--- config.mk ---
export PLATFORM = sky130hd
export DESIGN_NAME = adim_cell
export DESIGN_NICKNAME = d
export VERILOG_FILES = /design/src/hw/rtl/adim_pkg.sv /design/src/hw/rtl/adim_cell.sv
export SDC_FILE = /design/constraint.sdc
export NUM_CORES = 1
export LEC_CHECK = 0
export BUFFER_PORTS_ARGS = -buffer_cell sky130_fd_sc_hd__buf_2
export CAP_MARGIN = 40
export CORE_ASPECT_RATIO = 1.1
export CORE_MARGIN = 3
export CORE_UTILIZATION = 46
export CTS_CLUSTER_DIAMETER = 150
export DETAILED_ROUTE_END_ITERATION = 6
export PLACE_DENSITY = 0.85
export SETUP_SLACK_MARGIN = 0.2
export SLEW_MARGIN = 15
export SYNTH_ARGS = -nofsm -noshare
export SYNTH_HDL_FRONTEND = slang
export SYNTH_SLANG_ARGS = --single-unit
--- constraint.sdc ---
create_clock -name clock -period 8.1 [get_ports clock]
set_clock_uncertainty 0.1 [all_clocks]
set_input_delay 0.81 -clock clock [delete_from_list [all_inputs] [get_ports clock]]
set_output_delay 0.81 -clock clock [all_outputs]
set_load 0.01 [all_outputs]
--- src/hw/rtl/adim_pkg.sv ---
package adim_pkg;

   localparam int KEY_BYTES   = 6;
   localparam int MAX_ENTRIES = 64;

   localparam int KEY_W    = 48;
   localparam int KEY_BITS = (KEY_BYTES * 8 < KEY_W) ? KEY_BYTES * 8 : KEY_W;
   localparam logic [KEY_W-1:0] KEY_MASK = {KEY_W{1'b1}} >> (KEY_W - KEY_BITS);

   localparam int SLOT_W  = $clog2(MAX_ENTRIES);
   localparam int CNT_W   = $clog2(MAX_ENTRIES + 1);
   localparam int LIMIT_W = 7;
   localparam int INDEX_W = 6;
   localparam int CMP_W   = (CNT_W > LIMIT_W) ? CNT_W : LIMIT_W;

   localparam logic [LIMIT_W-1:0] LIMIT_RESET = 7'd64;

   // Search token walking down the cell chain.
   typedef struct packed {
      logic              valid;
      logic [KEY_W-1:0]  key;
      logic              hit;
      logic [SLOT_W-1:0] slot;
   } tok_type;

   // Broadcast write into one cell.
   typedef struct packed {
      logic              en;
      logic [SLOT_W-1:0] slot;
      logic [KEY_W-1:0]  key;
   } wr_type;

   // Low INDEX_W bits of a slot number, zero extended when the slot is narrower.
   function automatic logic [INDEX_W-1:0] to_index(input logic [SLOT_W-1:0] slot);
      logic [SLOT_W+INDEX_W-1:0] wide;
      wide = {{INDEX_W{1'b0}}, slot};
      return wide[INDEX_W-1:0];
   endfunction

endpackage

--- src/hw/rtl/adim_cell.sv ---
// One slot of the key store plus one stage of the search token pipe.
module adim_cell (
   input  logic                        clock,
   input  logic                        reset,
   input  logic [adim_pkg::SLOT_W-1:0] cell_id,
   input  logic [adim_pkg::CNT_W-1:0]  count,
   input  adim_pkg::wr_type            wr,
   input  adim_pkg::tok_type           tok_in,
   output adim_pkg::tok_type           tok_out
);

   logic [adim_pkg::KEY_W-1:0] key_ff;
   logic [adim_pkg::KEY_W-1:0] key_in;
   adim_pkg::tok_type          tok_ff;
   adim_pkg::tok_type          tok_in_next;
   logic                       in_range;
   logic                       match;

   // Only slots below the fill count hold written keys.
   assign in_range = adim_pkg::CNT_W'(cell_id) < count;
   assign match    = tok_in.valid && !tok_in.hit && in_range && (key_ff == tok_in.key);

   always_comb begin
      key_in = (wr.en && (wr.slot == cell_id)) ? wr.key : key_ff;
      tok_in_next = tok_in;
      if (match) begin
         tok_in_next.hit  = 1'b1;
         tok_in_next.slot = cell_id;
      end
   end

   always_ff @(posedge clock) begin
      key_ff <= key_in;
      if (reset) begin
         tok_ff <= '0;
      end else begin
         tok_ff <= tok_in_next;
      end
   end

   assign tok_out = tok_ff;

endmodule

# ---- Word-level counts from Yosys, hierarchy flattened
# Index checks and enable logic that the tools add are counted.
dict set report totals {
  input_bits 126
  register_bits 104
  output_inout_bits 56
}
dict set report classes {
  eq_ne 2
  n_lt_le_gt_ge 1
  n_reduce_logical 5
  muxes 1
}
# cell n
set ops {}
lappend ops {{== test 48 bit} 1}
lappend ops {{< comparator 6 x 7 -> 1 bit} 1}
lappend ops {{two-way mux 7 bit} 1}
lappend ops {{== test 6 bit} 1}
lappend ops {{logical AND 1 bit} 4}
lappend ops {{zero test 1 bit} 1}

# ---- Longest topological paths before layout
# Gate-level depths: netlist of run 1.
dict set report depth {
  depth_word 5
  ltp_mapped 8
  depth_no_buf 8
}

# ---- Least setup slack after synthesis of run 1
# Ideal clock, no wire load.
dict set report synth_timing {
  path_type {input-to-reg}
  start {in cell_id[5] (netlist bit)}
  end {reg key_ff[0] (netlist bit), enable pin}
  setup_slack_ns 1.785
  required_ns 7.427
  arrival_ns 5.642
  path_stages 2
  path_cell_list {xor2_1 -> nor4_1}
}
dict set report synth_via {
  elab_chain_len 2
}
# item line_no
set synth_lines {}
lappend synth_lines {{from (decl)} adim_cell.sv:5} ;# input logic [adim_pkg::SLOT_W-1:0] cell_id,
lappend synth_lines {{== test 6 bit} adim_cell.sv:24} ;# key_in = (wr.en && (wr.slot == cell_id)) ? wr.key : key_ff;
lappend synth_lines {{logical AND 1 bit} adim_cell.sv:24}
lappend synth_lines {{to (signal assigned)} adim_cell.sv:33} ;# key_ff <= key_in;
lappend synth_lines {{to (decl)} adim_cell.sv:12} ;# logic [adim_pkg::KEY_W-1:0] key_ff;
# Every way passes these cells.
# A chain may end at the register's enable or synchronous reset.

# ---- Worst setup path after layout of run 1
dict set report layout_timing {
  start {in cell_id[5] (netlist bit)}
  end {reg tok_ff (netlist bit tok_out[2])}
}
dict set report layout_via {
  elab_chain_len 4
}
# item line_no
set layout_lines {}
lappend layout_lines {{< comparator 6 x 7 -> 1 bit} adim_cell.sv:20} ;# assign in_range = adim_pkg::CNT_W'(cell_id) < count;
lappend layout_lines {{logical AND 1 bit (2 in series)} adim_cell.sv:21} ;# assign match = tok_in.valid && !tok_in.hit && in_range && (key_ff == tok_in.key);
lappend layout_lines {{two-way mux 7 bit} adim_cell.sv:26} ;# if (match) begin
lappend layout_lines {{to (signal assigned)} adim_cell.sv:37} ;# tok_ff <= tok_in_next;
lappend layout_lines {{to (decl)} adim_cell.sv:14} ;# adim_pkg::tok_type tok_ff;
# Every way passes these cells.

==> run metrics, run 1 <==
clk_lat worst skew=350 ps; Max rail drop VDD=0.000127 V; area of the die=9520 um2; FP Rows=34; filler instances=659; Initial Utilization=48.0%; vias in the first global route=2860; first-pass GRT wire length=13100 um; CTS Hold Bufs=0; Diodes inserted=0; WP data required=8240 ps; CTS Buf Count=9; global route overflow=0; Clk pin slew, worst setup/hold paths=100 ps; Die Ht=102 um; critical path launch point type=input port; post-CTS sizing=0; Die Wd=93.3 um; Leak=2.27 nW; port buffer count=181; drc violations=0; clk buf depth=2; pwr dens=196 nW/um2; syn_nets=413; max_cap viols=0; final hold vios=0; buffer type at the clock tree root=clkbuf_8; share of layout cells above drive strength 1=44.0%; final core occ=63.8%; hold_ws=527 ps; post-synthesis sequential area ratio=66.4%; Synth Instances=282; Unique masters post-synth=28; synthesis-to-layout area growth=33.1%; Slew Viols, Final=0; status=complete, no violations; Total Wirelength=8410 um; CTS tree=built; Sink Count=104; fmax=417 MHz; unrepaired setup endpoints after global routing=false; Slew @ Worst Pin=608 ps; initial antenna violation count=2; Mapped Area=3860 um2; initial detailed-routing violation count=80; design area=5130 um2; Detail Placement HPWL=6780 um; crit path kind=in2reg; Avg WL per Cell=14.4 um; multi-input logic area=1250 um2; Post-Place Cell Area=4920 um2; yosys warns=0; Nets=601; Slew headroom=59.5%; DRT antenna net count=0; CORE AREA=8040 um2; Setup TNS=0 ps; Final Setup Violations=0; Tcrit/Tclk final=29.6%; largest net degree at the start of global routing=49; CTS H-tree lvls=3; worst-path maximum fanout=6; first drt pass iteration count=4; routability cong.=0.768; register bit total from synthesis=104; CP arrival=2540 ps; DR vias/cell=4.67; buffer count from post-CTS setup fixing=0; number of I/O pins=182; placed cells=567; crit path time final=2400 ps; via count=2720; worst hold path class=in2reg; register area=2560 um2; crit end category=flip-flop; fin cells=583; Total Routing Usage GR=18.0%; average instance area after synthesis=13.7 um2
## cell usage after synthesis
| cell type | instances | area (um2) |
|---|---|---|
| ha_1 | 5 | 62.6 |
| a211oi_1 | 1 | 7.51 |
| xnor2_1 | 11 | 96.3 |
| edfxtp_1 | 48 | 1440 |
| nand4_1 | 2 | 12.5 |
| inv_1 | 8 | 30.0 |
| and2b_1 | 2 | 15.0 |
| o2111ai_1 | 1 | 8.76 |
| a2111oi_2 | 2 | 30.0 |
| nand4_2 | 1 | 12.5 |
| o21ai_1 | 7 | 35.0 |
| a21o_1 | 1 | 7.51 |
| or4_4 | 2 | 22.5 |
| nand2b_1 | 1 | 6.26 |
| a2111oi_4 | 1 | 27.5 |
| xor2_1 | 36 | 315 |
| dfxtp_1 | 56 | 1120 |
| nand2_1 | 4 | 15.0 |
| nor4_4 | 2 | 42.5 |
| nor4b_2 | 1 | 15.0 |
| clkbuf_1 | 6 | 22.5 |
| nor2b_1 | 56 | 350 |
| nor4_1 | 8 | 50.1 |
| a21oi_1 | 7 | 35.0 |
| nor4_2 | 1 | 12.5 |
| o221a_2 | 1 | 11.3 |
| nor2_1 | 3 | 11.3 |
| nand3_1 | 8 | 40.0 |
## cells in the final DEF (no fill, tap or decap), types with 2 or more instances in the layout
| cell type | count |
|---|---|
| nor4_2 | 2 |
| buf_2 | 181 |
| or4_4 | 2 |
| o21ai_1 | 7 |
| nand2_1 | 4 |
| xor2_1 | 36 |
| nor4_4 | 2 |
| nand4_1 | 2 |
| nor2_1 | 3 |
| edfxtp_1 | 48 |
| and2b_1 | 2 |
| nor2b_1 | 56 |
| xnor2_1 | 11 |
| a21oi_1 | 7 |
| nand3_1 | 8 |
| inv_1 | 8 |
| dfxtp_1 | 56 |
| a2111oi_2 | 2 |
| ha_1 | 5 |
| nor4_1 | 7 |
| clkbuf_8 | 10 |
## cell families (layout without fill, tap and decap cells)
logic type	count (synthesis)	after routing	share of synthesized area, %
adder cells (fa/ha/maj)	5	5	1.62
XOR/XNOR	47	47	10.7
AO/OA/AOI/OAI	21	21	4.22
AND/OR/NAND/NOR	91	91	15.7
buffers and inverters	14	207	1.36
flip-flops	104	104	66.4
## worst paths after layout
kind / start / to / slack [ps] / cells past startpoint
setup / recovery: cell_id[5] / tok_out[2] / 5700 / 8
hold / removal: wr[16] / key_ff[16] / 530 / 1
setup reg to reg: key_ff[35] / tok_out[2] / 5940 / 6
hold reg to reg: key_ff[13] / tok_out[4] / 710 / 5
## critical path, stage by stage
cell and delay [ps]:
buf_2 120, ha_1 190, nor2b_1 130, a2111oi_2 350, nand4_2 200, or4_4 500, o21ai_1 160, a21oi_1 80
## sequential cells by signal, indices dropped and copies added (netlist names)
| register | flops |
|---|---|
| tok_out | 56 |
| key_ff | 48 |
## power by group
group	leakage (nW)	switching (mW)	internal, mW
Combinational	1.26	0.0483	0.0521
Sequential	0.899	0.00452	0.566
Clock	0.106	0.166	0.171
## final cells by class
type	count	share of cell area (%)
clock buffers	12	3.24
clock inverters	4	0.975
inverters	8	0.585
multi-input cells	164	24.3
flip-flops and latches	104	49.9
well taps	108	2.63
repair buffers	183	18.3
## metrics by stage
stage	setup slack, ps	power, mW
finish	5700	1.01
global route	5600	1.06
CTS	5700	1.02
detailed placement	5330	0.685
global placement	5340	0.679
floorplan	1790	0.625
## metal layers
layer  vias up  GRT usage, %  routed length (um)
li1       1345             -                   -
met1      1230          20.0                3180
met2       127          32.9                4400
met3        14          4.86                 689
met4         4          6.43                 112
met5         -             0                  32
Power figures use the tool's default switching activity.
==> run 2, diff against run 1 <==
CORE_UTILIZATION = 42   (was 46)
PLACE_DENSITY = 0.82   (was 0.85)
clock period = 2.2 ns   (was 8.1 ns; I/O delays follow)
==> run 2 against run 1 <==
  * First-iteration DRC count down 39%
  * Critical path depth down 2
  * Highest routed layer is now met4
  * Critical endpoint is now tok_out[5]
  * Clock power rose to 3.0 times the previous value
  * Utilization up 3.7 points
  * Power rose to 3.6 times the previous value
  * Register-to-register slack worse by 5800 ps
  * Sequential share of layout area down 7.4 points
  * Critical path type is now reg2reg
  * Design area up 17%
==> run metrics, run 2 (same netlist as run 1, synthesis figures left out) <==
critical path launch point type=flip-flop; crit path cell chain=nor2b_4 -> a2111oi_4 -> nand4_2 -> or4_4 -> o21ai_1 -> a21oi_1; FP Rows=36 (+5.9%); pwr dens=603 nW/um2 (+210%); fmax=476 MHz; CORE AREA=8920 um2 (+11%); via count=3175 (+17%); vias in the first global route=3554 (+24%); worst hold path class=in2reg; Diodes inserted=0 (unchanged); most frequent cells in the layout=buf_2, dlygate4sd3_1, dfxtp_1; number of I/O pins=182 (unchanged); max FFs per register=56 (unchanged); Hold Path End=tok_out[23]; Avg WL per Cell=16.0 um (+11%); first-pass GRT wire length=16900 um (+29%); power consumption=3.63 mW (+260%); CTS tree=built; CTS H-tree lvls=3 (unchanged); CTS Buf Count=9 (unchanged); Reg-to-Reg End=tok_out[5]; Clk network pwr share=28.1% (-5.3 points); post-route worst setup slack=98.0 ps (-5600 ps); routability cong.=0.912 (+19%); buffer type at the clock tree root=clkbuf_8; Final Setup Violations=0 (unchanged); global route overflow=0 (unchanged); combinational power share=14.1% (+4.1 points); crit path time final=2100 ps; status=complete, no violations; crit end category=flip-flop; Slowest cell on crit path=or4_4; Tcrit/Tclk final=95.5%; Die Wd=97.4 um (+4.4%); Setup TNS=0 ps (unchanged); max_cap viols=0 (unchanged); Total Routing Usage GR=21.1% (+3.1 points); Hold Crit Depth=2 (+1); CP arrival=2220 ps (-320 ps); internal power=2.78 mW (+250%); initial detailed-routing violation count=49 (-39%); first drt pass iteration count=4 (unchanged); Crit path max-delay family=simple AND/OR/NAND/NOR gates; Detail Placement HPWL=7060 um (+4.2%); Total Wirelength=10800 um (+29%); max incr delay on CP=550 ps (+50 ps); area of the die=10400 um2 (+8.9%); worst flop-to-flop path startpoint=key_ff[36]; multi-input logic area=1320 um2 (+5.5%); Slew @ Worst Pin=604 ps (-3.42 ps); register area=2560 um2 (unchanged); clk_lat worst skew=360 ps (about the same); min-delay src=tok_in[23]; Seq pwr share=57.9% (+1.3 points); fin cells=679 (+16%); worst-path maximum fanout=6 (unchanged); DR vias/cell=4.68 (+0.22%); synthesis-to-layout area growth=56.1%; Die Ht=107 um (+4.4%); Psw=0.858 mW (+290%); WP data required=2320 ps (-5920 ps); r2r setup slk=100 ps (-5840 ps); Worst Path Buf+Inv=0 (-1); worst slack after detailed placement=-2.32 ps (-5330 ps); final hold vios=0 (unchanged); filler instances=663 (+0.61%); most common cell after layout, fill and taps aside=buf_2; crit path kind=reg2reg; DRT antenna net count=0 (unchanged); port buffer count=181 (unchanged); r2r worst-path depth=6 (unchanged); Max rail drop VDD=0.000414 V (+230%); initial antenna violation count=0 (-2); unrepaired setup endpoints after global routing=true; Slew Viols, Final=0 (unchanged); Nets=691 (+15%); Leak=2.64 nW (+16%); share of layout cells above drive strength 1=40.0% (-4.0 points); placed cells=577 (+1.8%); drc violations=0 (unchanged); Sink Count=104 (unchanged); clk buf depth=2 (unchanged); Slew headroom=59.7% (+0.23 points); sw frac=23.6% (+1.9 points); Initial Utilization=43.3% (-4.7 points); Clk pin slew, worst setup/hold paths=100 ps (about the same); largest net degree at the start of global routing=57 (+16%)
run 2: worst max path at each step:
stage | start | to | cells after the start
finish | key_ff[36] | tok_out[5] | 6
global route | key_ff[3] | tok_out[5] | 6
CTS | key_ff[0] | tok_out[0] | 6
detailed placement | key_ff[35] | tok_out[0] | 6
global placement | key_ff[35] | tok_out[5] | 6
floorplan | cell_id[5] | key_ff[0] | 2
run 2: layer usage:
metal / wire length (um) / share of wire (%) / global-route usage [%]
met5: 0 / 0 / 0
met1: 3930 / 36 / 21.3
met4: 299 / 2.8 / 8.61
met2: 5870 / 54 / 40.4
met3: 743 / 6.9 / 5.84
run 2: area by class of cell:
type	count	area share, %
clock buffers	11	2.18
clock inverters	5	0.395
inverters	8	0.499
multi-input cells	164	21.9
flip-flops and latches	104	42.5
well taps	114	2.37
repair buffers	273	30.1
run 2: timing repair:
item / CTS / global route
setup endpoints to repair: 7 / 7
resized for setup: 2 / 8
hold buffers: 81 / 0
buffers inserted: 2 / 3
pin swaps: 8 / 10
hold endpoints to repair: 81 / 0
run 2: stage by stage:
| stage | instance area, um2 | util [%] | hold slack (ps) |
|---|---|---|---|
| 3_5_place_dp | 4970 | 55.8 | 298 |
| 6_report | 6020 | 67.5 | 14.8 |
| 4_1_cts | 5970 | 66.9 | 0.0259 |
| 5_1_grt | 6020 | 67.5 | 13.6 |
| 3_3_place_gp | 4970 | 55.8 | 297 |
| 2_1_floorplan | 3890 | - | 219 |
run 2: power groups by stage:
stage	clock, mW	combinational, mW	sequential [mW]
after global placement	0	0.371	2.14
after detailed placement	0	0.385	2.15
after floorplan	0	0.132	2.18
after global routing	1.11	0.555	2.11
after CTS	1.04	0.499	2.10
final	1.02	0.511	2.10
