`src/hw/rtl/adim_pkg.sv`:
```
package adim_pkg;

   localparam int KEY_BYTES   = 6;
   localparam int MAX_ENTRIES = 64;

   localparam int KEY_W    = 48;
   localparam int KEY_BITS = (KEY_BYTES * 8 < KEY_W) ? KEY_BYTES * 8 : KEY_W;
   localparam logic [KEY_W-1:0] KEY_MASK = {KEY_W{1'b1}} >> (KEY_W - KEY_BITS);

   localparam int SLOT_W  = $clog2(MAX_ENTRIES);
   localparam int CNT_W   = $clog2(MAX_ENTRIES + 1);
   localparam int LIMIT_W = 7;
   localparam int INDEX_W = 6;
   localparam int CMP_W   = (CNT_W > LIMIT_W) ? CNT_W : LIMIT_W;

   localparam logic [LIMIT_W-1:0] LIMIT_RESET = 7'd64;

   // Search token walking down the cell chain.
   typedef struct packed {
      logic              valid;
      logic [KEY_W-1:0]  key;
      logic              hit;
      logic [SLOT_W-1:0] slot;
   } tok_type;

   // Broadcast write into one cell.
   typedef struct packed {
      logic              en;
      logic [SLOT_W-1:0] slot;
      logic [KEY_W-1:0]  key;
   } wr_type;

   // Low INDEX_W bits of a slot number, zero extended when the slot is narrower.
   function automatic logic [INDEX_W-1:0] to_index(input logic [SLOT_W-1:0] slot);
      logic [SLOT_W+INDEX_W-1:0] wide;
      wide = {{INDEX_W{1'b0}}, slot};
      return wide[INDEX_W-1:0];
   endfunction

endpackage

```
`src/hw/rtl/adim_req_if.sv`:
```
interface adim_req_if;
   logic                      valid;
   logic                      ready;
   logic [adim_pkg::KEY_W-1:0] address_key;

   modport source (output valid, output address_key, input ready);
   modport sink   (input valid, input address_key, output ready);
endinterface

```
`src/hw/rtl/adim_rsp_if.sv`:
```
interface adim_rsp_if;
   logic                        valid;
   logic                        ready;
   logic [adim_pkg::INDEX_W-1:0] entry_index;
   logic                        newly_added;
   logic                        table_full;

   modport source (output valid, output entry_index, output newly_added,
                   output table_full, input ready);
   modport sink   (input valid, input entry_index, input newly_added,
                   input table_full, output ready);
endinterface

```
`src/hw/rtl/adim_csr_if.sv`:
```
interface adim_csr_if;
   logic                        valid;
   logic                        ready;
   logic [adim_pkg::LIMIT_W-1:0] entry_limit;

   modport source (output valid, output entry_limit, input ready);
   modport sink   (input valid, input entry_limit, output ready);
endinterface

```
`src/hw/rtl/adim_ctrl.sv`:
```
// Handshakes, fill count, entry limit and the insert decision at the chain tail.
module adim_ctrl (
   input  logic                       clock,
   input  logic                       reset,
   adim_req_if.sink                   req,
   adim_rsp_if.source                 rsp,
   adim_csr_if.sink                   csr,
   output adim_pkg::tok_type          tok_head,
   input  adim_pkg::tok_type          tok_tail,
   output logic [adim_pkg::CNT_W-1:0] count,
   output adim_pkg::wr_type           wr
);

   typedef enum logic [2:0] {
      S_IDLE   = 3'b001,
      S_SEARCH = 3'b010,
      S_DONE   = 3'b100
   } state_type;

   state_type                         state_ff, state_in;
   logic [adim_pkg::CNT_W-1:0]        count_ff, count_in;
   logic [adim_pkg::LIMIT_W-1:0]      limit_ff, limit_in;
   adim_pkg::tok_type                 head_ff, head_in;
   logic                              pend_hit_ff, pend_hit_in;
   logic [adim_pkg::SLOT_W-1:0]       pend_slot_ff, pend_slot_in;
   logic [adim_pkg::KEY_W-1:0]        pend_key_ff, pend_key_in;
   logic                              rsp_valid_ff, rsp_valid_in;
   logic [adim_pkg::INDEX_W-1:0]      rsp_index_ff, rsp_index_in;
   logic                              rsp_new_ff, rsp_new_in;
   logic                              rsp_full_ff, rsp_full_in;
   logic [adim_pkg::CMP_W-1:0]        lim_eff;
   logic                              is_full;
   logic                              rsp_free;
   logic                              req_fire;

   assign req.ready = (state_ff == S_IDLE);
   assign csr.ready = 1'b1;
   assign req_fire  = req.valid && req.ready;
   assign rsp_free  = !rsp_valid_ff || rsp.ready;

   always_comb begin
      lim_eff = adim_pkg::CMP_W'(limit_ff);
      if (lim_eff > adim_pkg::CMP_W'(adim_pkg::MAX_ENTRIES)) begin
         lim_eff = adim_pkg::CMP_W'(adim_pkg::MAX_ENTRIES);
      end
   end
   assign is_full = adim_pkg::CMP_W'(count_ff) >= lim_eff;

   always_comb begin
      state_in     = state_ff;
      count_in     = count_ff;
      limit_in     = (csr.valid && csr.ready) ? csr.entry_limit : limit_ff;
      head_in      = head_ff;
      head_in.valid = 1'b0;
      pend_hit_in  = pend_hit_ff;
      pend_slot_in = pend_slot_ff;
      pend_key_in  = pend_key_ff;
      rsp_valid_in = rsp.ready ? 1'b0 : rsp_valid_ff;
      rsp_index_in = rsp_index_ff;
      rsp_new_in   = rsp_new_ff;
      rsp_full_in  = rsp_full_ff;
      wr.en        = 1'b0;
      wr.slot      = count_ff[adim_pkg::SLOT_W-1:0];
      wr.key       = pend_key_ff;

      case (state_ff)
         S_IDLE: begin
            if (req_fire) begin
               head_in.valid = 1'b1;
               head_in.key   = req.address_key & adim_pkg::KEY_MASK;
               head_in.hit   = 1'b0;
               head_in.slot  = '0;
               state_in      = S_SEARCH;
            end
         end
         S_SEARCH: begin
            if (tok_tail.valid) begin
               pend_hit_in  = tok_tail.hit;
               pend_slot_in = tok_tail.slot;
               pend_key_in  = tok_tail.key;
               state_in     = S_DONE;
            end
         end
         S_DONE: begin
            if (rsp_free) begin
               rsp_valid_in = 1'b1;
               state_in     = S_IDLE;
               if (pend_hit_ff) begin
                  rsp_index_in = adim_pkg::to_index(pend_slot_ff);
                  rsp_new_in   = 1'b0;
                  rsp_full_in  = 1'b0;
               end else if (is_full) begin
                  rsp_index_in = '0;
                  rsp_new_in   = 1'b0;
                  rsp_full_in  = 1'b1;
               end else begin
                  rsp_index_in = adim_pkg::to_index(count_ff[adim_pkg::SLOT_W-1:0]);
                  rsp_new_in   = 1'b1;
                  rsp_full_in  = 1'b0;
                  wr.en        = 1'b1;
                  count_in     = count_ff + 1'b1;
               end
            end
         end
         default: begin
            state_in = S_IDLE;
         end
      endcase
   end

   always_ff @(posedge clock) begin
      pend_hit_ff  <= pend_hit_in;
      pend_slot_ff <= pend_slot_in;
      pend_key_ff  <= pend_key_in;
      rsp_index_ff <= rsp_index_in;
      rsp_new_ff   <= rsp_new_in;
      rsp_full_ff  <= rsp_full_in;
      if (reset) begin
         state_ff      <= S_IDLE;
         count_ff      <= '0;
         limit_ff      <= adim_pkg::LIMIT_RESET;
         head_ff       <= '0;
         rsp_valid_ff  <= 1'b0;
      end else begin
         state_ff     <= state_in;
         count_ff     <= count_in;
         limit_ff     <= limit_in;
         head_ff      <= head_in;
         rsp_valid_ff <= rsp_valid_in;
      end
   end

   assign tok_head        = head_ff;
   assign count           = count_ff;
   assign rsp.valid       = rsp_valid_ff;
   assign rsp.entry_index = rsp_index_ff;
   assign rsp.newly_added = rsp_new_ff;
   assign rsp.table_full  = rsp_full_ff;

endmodule

```
`src/flat_wrapper.sv`:
```
// flat-port wrapper written by rule: the top's interface ports become plain ports
module adim_ctrl_flat 
  (clock, reset, tok_head, tok_tail, count, wr, req_valid, req_address_key, req_ready, rsp_valid, rsp_entry_index, rsp_newly_added, rsp_table_full, rsp_ready, csr_valid, csr_entry_limit, csr_ready);
  adim_req_if req_i ();
  adim_rsp_if rsp_i ();
  adim_csr_if csr_i ();
  input  logic clock;
  input  logic reset;
  output adim_pkg::tok_type tok_head;
  input  adim_pkg::tok_type tok_tail;
  output logic [adim_pkg::CNT_W-1:0] count;
  output adim_pkg::wr_type wr;
  input wire logic [$bits(req_i.valid)-1:0] req_valid;
  input wire logic [$bits(req_i.address_key)-1:0] req_address_key;
  output wire logic [$bits(req_i.ready)-1:0] req_ready;
  output wire logic [$bits(rsp_i.valid)-1:0] rsp_valid;
  output wire logic [$bits(rsp_i.entry_index)-1:0] rsp_entry_index;
  output wire logic [$bits(rsp_i.newly_added)-1:0] rsp_newly_added;
  output wire logic [$bits(rsp_i.table_full)-1:0] rsp_table_full;
  input wire logic [$bits(rsp_i.ready)-1:0] rsp_ready;
  input wire logic [$bits(csr_i.valid)-1:0] csr_valid;
  input wire logic [$bits(csr_i.entry_limit)-1:0] csr_entry_limit;
  output wire logic [$bits(csr_i.ready)-1:0] csr_ready;
  assign req_i.valid = req_valid;
  assign req_i.address_key = req_address_key;
  assign req_ready = req_i.ready;
  assign rsp_valid = rsp_i.valid;
  assign rsp_entry_index = rsp_i.entry_index;
  assign rsp_newly_added = rsp_i.newly_added;
  assign rsp_table_full = rsp_i.table_full;
  assign rsp_i.ready = rsp_ready;
  assign csr_i.valid = csr_valid;
  assign csr_i.entry_limit = csr_entry_limit;
  assign csr_ready = csr_i.ready;
  adim_ctrl u_core (.clock(clock), .reset(reset), .req(req_i), .rsp(rsp_i), .csr(csr_i), .tok_head(tok_head), .tok_tail(tok_tail), .count(count), .wr(wr));
endmodule
```
`config.mk`:
```
export PLATFORM = sky130hd
export DESIGN_NAME = adim_ctrl_flat
export DESIGN_NICKNAME = d
export VERILOG_FILES = /design/src/hw/rtl/adim_pkg.sv /design/src/hw/rtl/adim_req_if.sv /design/src/hw/rtl/adim_rsp_if.sv /design/src/hw/rtl/adim_csr_if.sv /design/src/hw/rtl/adim_ctrl.sv /design/src/flat_wrapper.sv
export SDC_FILE = /design/constraint.sdc
export NUM_CORES = 1
export LEC_CHECK = 0
export BUFFER_PORTS_ARGS = -buffer_cell sky130_fd_sc_hd__buf_2
export CAP_MARGIN = 25
export CORE_MARGIN = 2
export CORE_UTILIZATION = 28
export CTS_CLUSTER_DIAMETER = 100
export DETAILED_ROUTE_END_ITERATION = 7
export PLACE_DENSITY = 0.58
export SYNTH_ARGS = -nofsm -noshare
export SYNTH_HDL_FRONTEND = slang
export SYNTH_SLANG_ARGS = --single-unit
```
`constraint.sdc`:
```
create_clock -name clock -period 8.7 [get_ports clock]
set_input_delay 1.74 -clock clock [delete_from_list [all_inputs] [get_ports clock]]
set_output_delay 1.74 -clock clock [all_outputs]
set_load 0.01 [all_outputs]
```
Yosys cells after proc, flatten, opt, wreduce, memory -nomap -nowiden
Cells that the tools add are included.

Add/subtract/negate cells: 1. Magnitude comparators: 2. Eq/ne operators: 6. Multiplexer cells: 16. Bitwise logic cells: 3. Reduce and logical (&&, ||, !) cells: 9.

Operators by type and width (count): $mux 56 (1); $mux 6 (2); $mux 3 (3); $pmux 3 s3 (1); $mux 1 (8); $add 7x1->7 const B (1); $ge 7x7->1 (1); $gt 7x7->1 const B (1); $mux 7 (1); $reduce_and 2->1 (3); $ne 2x2->1 const B (2); $reduce_and 4->1 (1); $eq 3x1->1 const B (1); $eq 3x2->1 const B (1); $eq 3x3->1 const B (1); $not 1->1 (3); $reduce_and 3->1 (1); $ne 2x1->1 const B (1); $reduce_or 2->1 (1); $logic_and 1x1->1 (1); $logic_not 1->1 (1); $logic_or 1x1->1 (1).

Bits in registers: 130. Bits of input ports: 116. Output and inout bits: 129. Word-level logic and storage cells: 49.

Longest topological paths before layout
Gate-level depths: netlist of the first run.

Depth after elaboration: 7. Gate-level depth with buffers: 8. Gate-level depth less buffers: 8.

Least setup slack after synthesis of the first run
OpenSTA, ideal clock, no wires.

Path kind: input port to flip-flop. From: input tok_tail[55] (netlist name). To: register u_core.pend_hit_ff (enable). Setup time: 547 ps. Arrival: 5735 ps. Data required time: 8153 ps. Path slack: 2418 ps. Stages: 1. Buffers on the path: 0. Cell sequence: nor3b_1.

Longest elaborated chain between the ends: 1.

Ends and longest elaborated chain: from (decl) (RTL line flat_wrapper.sv:10) `input adim_pkg::tok_type tok_tail;`; $reduce_and 2->1 (no source line); to (signal assigned) (RTL line adim_ctrl.sv:112) `pend_hit_ff <= pend_hit_in;`; to (decl) (RTL line adim_ctrl.sv:24) `logic pend_hit_ff, pend_hit_in;`.

Every way passes these cells. A chain may end at the register's enable or synchronous reset.

==> results by group, run 1 <==
Clock tree
  • Post_cts resized: 0
  • CTS sink count: 130
  • Clk root buf: clkbuf_16
  • Clk slew on worst S/H paths: 60 ps
  • CTS buffer count: 17
  • CTS tree: done
  • Postcts setup bufs: 0
  • Deepest clock path buffer count: 2
  • # hold bufs at CTS: 0
  • Later-pin clock latency in the skew report: 410 ps
  • H-tree levels: 4

Synthesis
  • Syn Inst Count: 412
  • Yosys cell types: 33
  • Yosys warns: 0
  • Area share of the largest cell type after synthesis: 40.2%
  • Syn avg cell area: 11.4 um^2
  • Post-Synth Simple-Gate Area: 13.5%
  • Synth Area in Adders: 2.13%
  • XOR/XNOR Fraction of Synth Area: 0%
  • Sequential fraction of the synthesis area: 68.7%
  • Post-Syn Area: 4710 um^2
  • Yosys reg bits: 130
  • Top cells by area, synth: edfxtp_1, dfxtp_1, nand2_1
  • Synth area leader: edfxtp_1
  • Compound-gate portion of the synthesized area: 8.46%
  • Main combinational cell family by area after synthesis: simple AND/OR/NAND/NOR gates
  • Mux share of post-synthesis cell area: 2.45%

Timing
  • Transition time of the tightest slew-check pin: 946 ps
  • Final Hold Fails: 0
  • Worst Skew: 11.0 ps
  • Min Clock Period, post-route: 4880 ps
  • F_max: 205 MHz
  • Final worst hold slack: 448 ps
  • RSZ-0062 raised after global routing: false
  • Setup violators final: 0
  • Slew headroom: 36.7%
  • Post-route setup slack: 3820 ps
  • Period Utilization, post-route: 56.1%
  • Final slew viol count: 0
  • Sum Neg Setup Slack: 0 ps

Placement
  • Global placement routability congestion: 0.733
  • Detailed placer's ending HPWL: 8730 um
  • PortBufs: 236
  • Pre-CTS WS: 3820 ps

Global route
  • First-pass GRT wire length: 18500 um
  • Maximum number of pins on one net before global-route repair: 70
  • GRT Overall Usage: 13.5%
  • Vias in the first global route: 3518
  • GRT overflow: 0
  • Initial antenna violation count: 0

Worst setup path
  • Critical Path AT: 3140 ps
  • CP bufs+invs: 2
  • CP Capture Type: output pin
  • Cell breakdown of the critical path: buf_2 > nand2b_1 > and3_1 > nand2b_1 > nor2_1 > buf_2
  • Delay-heaviest family, CP: simple AND/OR/NAND/NOR gates
  • Crit path max fanout: 9
  • Slowest cell on crit path: and3_1
  • Crit-path max cell delay: 440 ps
  • WP data required: 6960 ps
  • Startpoint types: primary input
  • Critical Setup Path Class: in -> out

Cells and area
  • Synthesis-to-layout area growth: 41.1%
  • Layout Nets: 764
  • Antenna Cells: 0
  • Share of cells above drive strength 1: 42.6%
  • Final core occ: 40.2%

Power
  • Power after layout: 1.53 mW
  • Peak supply drop: 133 uV
  • Power Dens Cells: 231 nW/um^2
  • Pleak: 2.93 nW

Routing
  • Via density: 4.33
  • # DRC: 0
  • DRT antenna net count: 0
  • Drt first pass iters: 5
  • Post-DR wirelength/cell: 13.7 um
  • DR iter-0 viols: 96
  • Drt total wl: 12000 um
  • Vias: 3780

Floorplanning
  • Core area: 16500 um^2
  • Die width: 134 um
  • DIE HEIGHT: 134 um
  • Initial Util: 28.5%
  • # rows: 47
  • Die area: 17900 um^2
  • I/O pin cnt: 245

Run status
  • Status: finished, final reports clean

Run
  • MaxCap Viol Count: 0

Worst hold path
  • Worst Hold Class: reg -> reg
[worst min-delay path, stage by stage, from the launching register on]
cell and delay [ps]:
dfxtp_1 300, nand2_1 50, a21oi_1 50
[kinds of logic after synthesis]
group,after synthesis
multiplexers,11
other,2
buffers and inverters,39
AND/OR/NAND/NOR,153
flip-flops,130
adder cells (fa/ha/maj),8
AO/OA/AOI/OAI,69
[final cells by class]
type,instances,area [um^2]
repair buffers,238,1200
clock inverters,14,203
inverters,4,15.0
well taps,220,275
flip-flops and latches,130,3230
fillers,1650,9880
clock buffers,18,429
multi-input cells,249,1290
[where the power goes]
| group | switching [mW] | leakage [nW] | internal, mW |
|---|---|---|---|
| combinational | 0.0596 | 1.51 | 0.0448 |
| sequential | 0.00963 | 1.12 | 0.661 |
| clock | 0.272 | 0.299 | 0.484 |
[synthesized netlist by cell type, drive strengths merged]
cell and count:
o31ai 2, inv 4, nand3b 1, o21a 1, a21o 1, dfxtp 67
buf 23, nor3 5, o21ai 1, nand2b 4, or4 2, and3 2
ha 8, a31oi 1, nand2 108, mux2 4, nand4 1, clkbuf 12
conb 2, nor2 18, nor3b 2, a22o 6, o211ai 1, a21oi 55
mux2i 7, and2 1, o221ai 1, edfxtp 63, nand3 4, nor2b 5
[final timing paths]
path	startpoint	end	slack (ps)	cells past startpoint
worst min register to register	u_core.tok_head[54]	u_core.tok_head[54]	450	2
worst max-delay path	rsp_ready	wr[54]	3820	6
worst min-delay path	u_core.tok_head[54]	u_core.tok_head[54]	450	2
worst max register to register	u_core.count[0]	u_core.count[0]	6460	7
[per-stage QoR]
step | instance area, um^2 | instances
finish | 6640 | 873
global route | 6640 | 873
CTS | 6640 | 873
detailed placement | 6010 | 841
global placement | 6010 | 841
floorplan | 4730 | 418
[state kept, by name, indices dropped and copies added (netlist names)]
signal / count
u_core.pend_slot_ff: 6
u_core.pend_hit_ff: 1
u_core.limit_ff: 7
u_core.rsp.newly_added: 1
u_core.rsp.table_full: 1
u_core.rsp.valid: 1
u_core.state_ff: 3
u_core.tok_head: 49
u_core.count: 7
u_core.pend_key_ff: 48
u_core.rsp.entry_index: 6
[metal layers]
metal / vias up / routed length, um / GRT usage, % / share of wire [%]
met5: - / 0 / 0 / 0
met4: 0 / 240 / 6.26 / 2.0
met3: 16 / 1270 / 5.71 / 11
met2: 191 / 5560 / 21.5 / 46
met1: 1723 / 4910 / 15.7 / 41
li1: 1850 / - / - / -
[layout by cell type (no fill, tap or decap), types with 6 or more instances in the layout]
cell type,count
a22o_1,6
edfxtp_1,63
conb_1,8
nor2_1,18
clkbuf_16,17
buf_2,236
mux2i_1,7
a21oi_1,55
dfxtp_1,67
ha_1,8
nand2_1,107
Power figures use the tool's default switching activity.
==> run 2: changes to the inputs <==
--- a/config.mk
+++ b/config.mk
@@ -11,7 +11,7 @@
 export CORE_UTILIZATION = 28
 export CTS_CLUSTER_DIAMETER = 100
 export DETAILED_ROUTE_END_ITERATION = 7
-export PLACE_DENSITY = 0.58
+export PLACE_DENSITY = 0.6
 export SYNTH_ARGS = -nofsm -noshare
 export SYNTH_HDL_FRONTEND = slang
 export SYNTH_SLANG_ARGS = --single-unit
==> constraint.sdc (replaced) <==
create_clock -name clock -period 4.4 [get_ports clock]
set_input_delay 0.88 -clock clock [delete_from_list [all_inputs] [get_ports clock]]
set_output_delay 0.88 -clock clock [all_outputs]
set_load 0.01 [all_outputs]
==> results by group, run 2 (synthesis gave the netlist of run 1 again) <==
Global route
  • Initial antenna violation count: 0 (unchanged)
  • GRT overflow: 0 (unchanged)
  • Vias in the first global route: 3617 (+2.8%)
  • GRT Overall Usage: 13.6% (+0.098 points)
  • First-pass GRT wire length: 18500 um (about the same)
  • Maximum number of pins on one net before global-route repair: 56 (-20%)

Power
  • Peak supply drop: 251 uV (+89%)
  • Power after layout: 2.86 mW (+87%)
  • Pleak: 2.90 nW (-0.95%)
  • Power Dens Cells: 434 nW/um^2 (+88%)

Worst setup path
  • Startpoint types: primary input
  • Crit path max fanout: 9 (unchanged)
  • WP data required: 3520 ps (-3440 ps)
  • CP Capture Type: output pin
  • Critical Setup Path Class: in -> out
  • Critical Path AT: 2310 ps (-830 ps)

Routing
  • DR iter-0 viols: 83 (-14%)
  • Vias: 3700 (-2.1%)
  • WL met3: 1180 um (-7.4%)
  • Max Used Layer: met4
  • DRT antenna net count: 0 (unchanged)
  • Drt total wl: 12100 um (+1.1%)
  • Post-Route M1 WL: 5230 um (+6.6%)
  • Drt first pass iters: 6 (+1)
  • Post-DR wirelength/cell: 13.9 um (+1.0%)
  • # DRC: 0 (unchanged)
  • Via density: 4.23 (-2.2%)
  • Metal2 WL: 5590 um (+0.52%)

Placement
  • Detailed placer's ending HPWL: 8670 um (-0.69%)
  • PortBufs: 236 (unchanged)
  • Global placement routability congestion: 0.751 (+2.4%)

Timing
  • Min Clock Period, post-route: 3190 ps
  • Setup violators final: 0 (unchanged)
  • Period Utilization, post-route: 72.4%
  • F_max: 314 MHz
  • Final slew viol count: 0 (unchanged)
  • Sum Neg Setup Slack: 0 ps (unchanged)
  • Final Hold Fails: 0 (unchanged)
  • Transition time of the tightest slew-check pin: 936 ps (-9.95 ps)
  • Slew headroom: 37.6% (+0.89 points)
  • RSZ-0062 raised after global routing: false
  • Worst Skew: 6.92 ps (-4.11 ps)

Cells and area
  • Max FFs per register: 49 (unchanged)
  • Most common cell after layout, fill and taps aside: buf_2
  • Synthesis-to-layout area growth: 40.1%
  • Share of cells above drive strength 1: 42.5% (-0.065 points)
  • Layout Nets: 765 (+0.13%)
  • Most frequent cells in the layout: buf_2, nand2_1, dfxtp_1, edfxtp_1, a21oi_1
  • Antenna Cells: 0 (unchanged)

Clock tree
  • Deepest clock path buffer count: 2 (unchanged)
  • # hold bufs at CTS: 0 (unchanged)
  • Clk slew on worst S/H paths: 60 ps (about the same)
  • Later-pin clock latency in the skew report: 410 ps (about the same)
  • Clk root buf: clkbuf_16
  • Postcts setup bufs: 0 (unchanged)
  • Post_cts resized: 0 (unchanged)
  • CTS tree: done
  • H-tree levels: 4 (unchanged)
  • CTS sink count: 130 (unchanged)
  • CTS buffer count: 17 (unchanged)

Floorplanning
  • Die width: 134 um (unchanged)
  • DIE HEIGHT: 134 um (unchanged)
  • Initial Util: 28.5% (unchanged)
  • I/O pin cnt: 245 (unchanged)
  • Core area: 16500 um^2 (unchanged)
  • Die area: 17900 um^2 (unchanged)
  • # rows: 47 (unchanged)

Run status
  • Status: finished, final reports clean

Run
  • MaxCap Viol Count: 0 (unchanged)

Worst hold path
  • Worst Hold Class: reg -> reg
run 2: area by class of cell:
type / instances / area (um^2)
clock inverter: 14 / 130
multi-input combinational: 249 / 1290
sequential: 130 / 3230
timing repair buffer: 239 / 1220
fill: 1647 / 9930
clock buffer: 18 / 429
inverter: 4 / 15.0
tap: 220 / 275
run 2: metrics by stage:
stage	cells	util (%)	cell area [um^2]	worst slack, ps	hold WS (ps)
after floorplan	418	-	4730	924	451
after global placement	841	36.4	6010	1240	438
after detailed placement	841	36.4	6010	1210	445
after CTS	873	39.8	6570	1160	453
after global routing	874	39.9	6590	1020	470
final	874	39.9	6590	1210	450
run 2: worst max-delay path, cell delays in order:
cell and delay (ps):
buf_2 70, nand2b_1 170, and3_1 460, nand2b_1 260, nor2_1 270, buf_2 180
run 2: worst paths after layout:
| check | end | cells past startpoint | startpoint | slack [ps] |
|---|---|---|---|---|
| worst max register to register | u_core.rsp.entry_index[1] | 7 | u_core.count[0] | 2160 |
| worst max-delay path | wr[54] | 6 | rsp_ready | 1210 |
| worst min-delay path | u_core.tok_head[29] | 2 | u_core.tok_head[29] | 450 |
| worst min register to register | u_core.tok_head[29] | 2 | u_core.tok_head[29] | 450 |
run 2: where the power goes:
group	internal, mW	switching [mW]	total [mW]
logic	0.0921	0.119	0.211
clock network	0.783	0.542	1.32
registers	1.31	0.0178	1.32
total	2.18	0.679	2.86
run 2: layer usage:
layer  GRT usage, %  up-vias
met3           5.71        9
met5              0        -
li1               -     1847
met1           15.6     1667
met4           5.14        0
met2           22.5      177
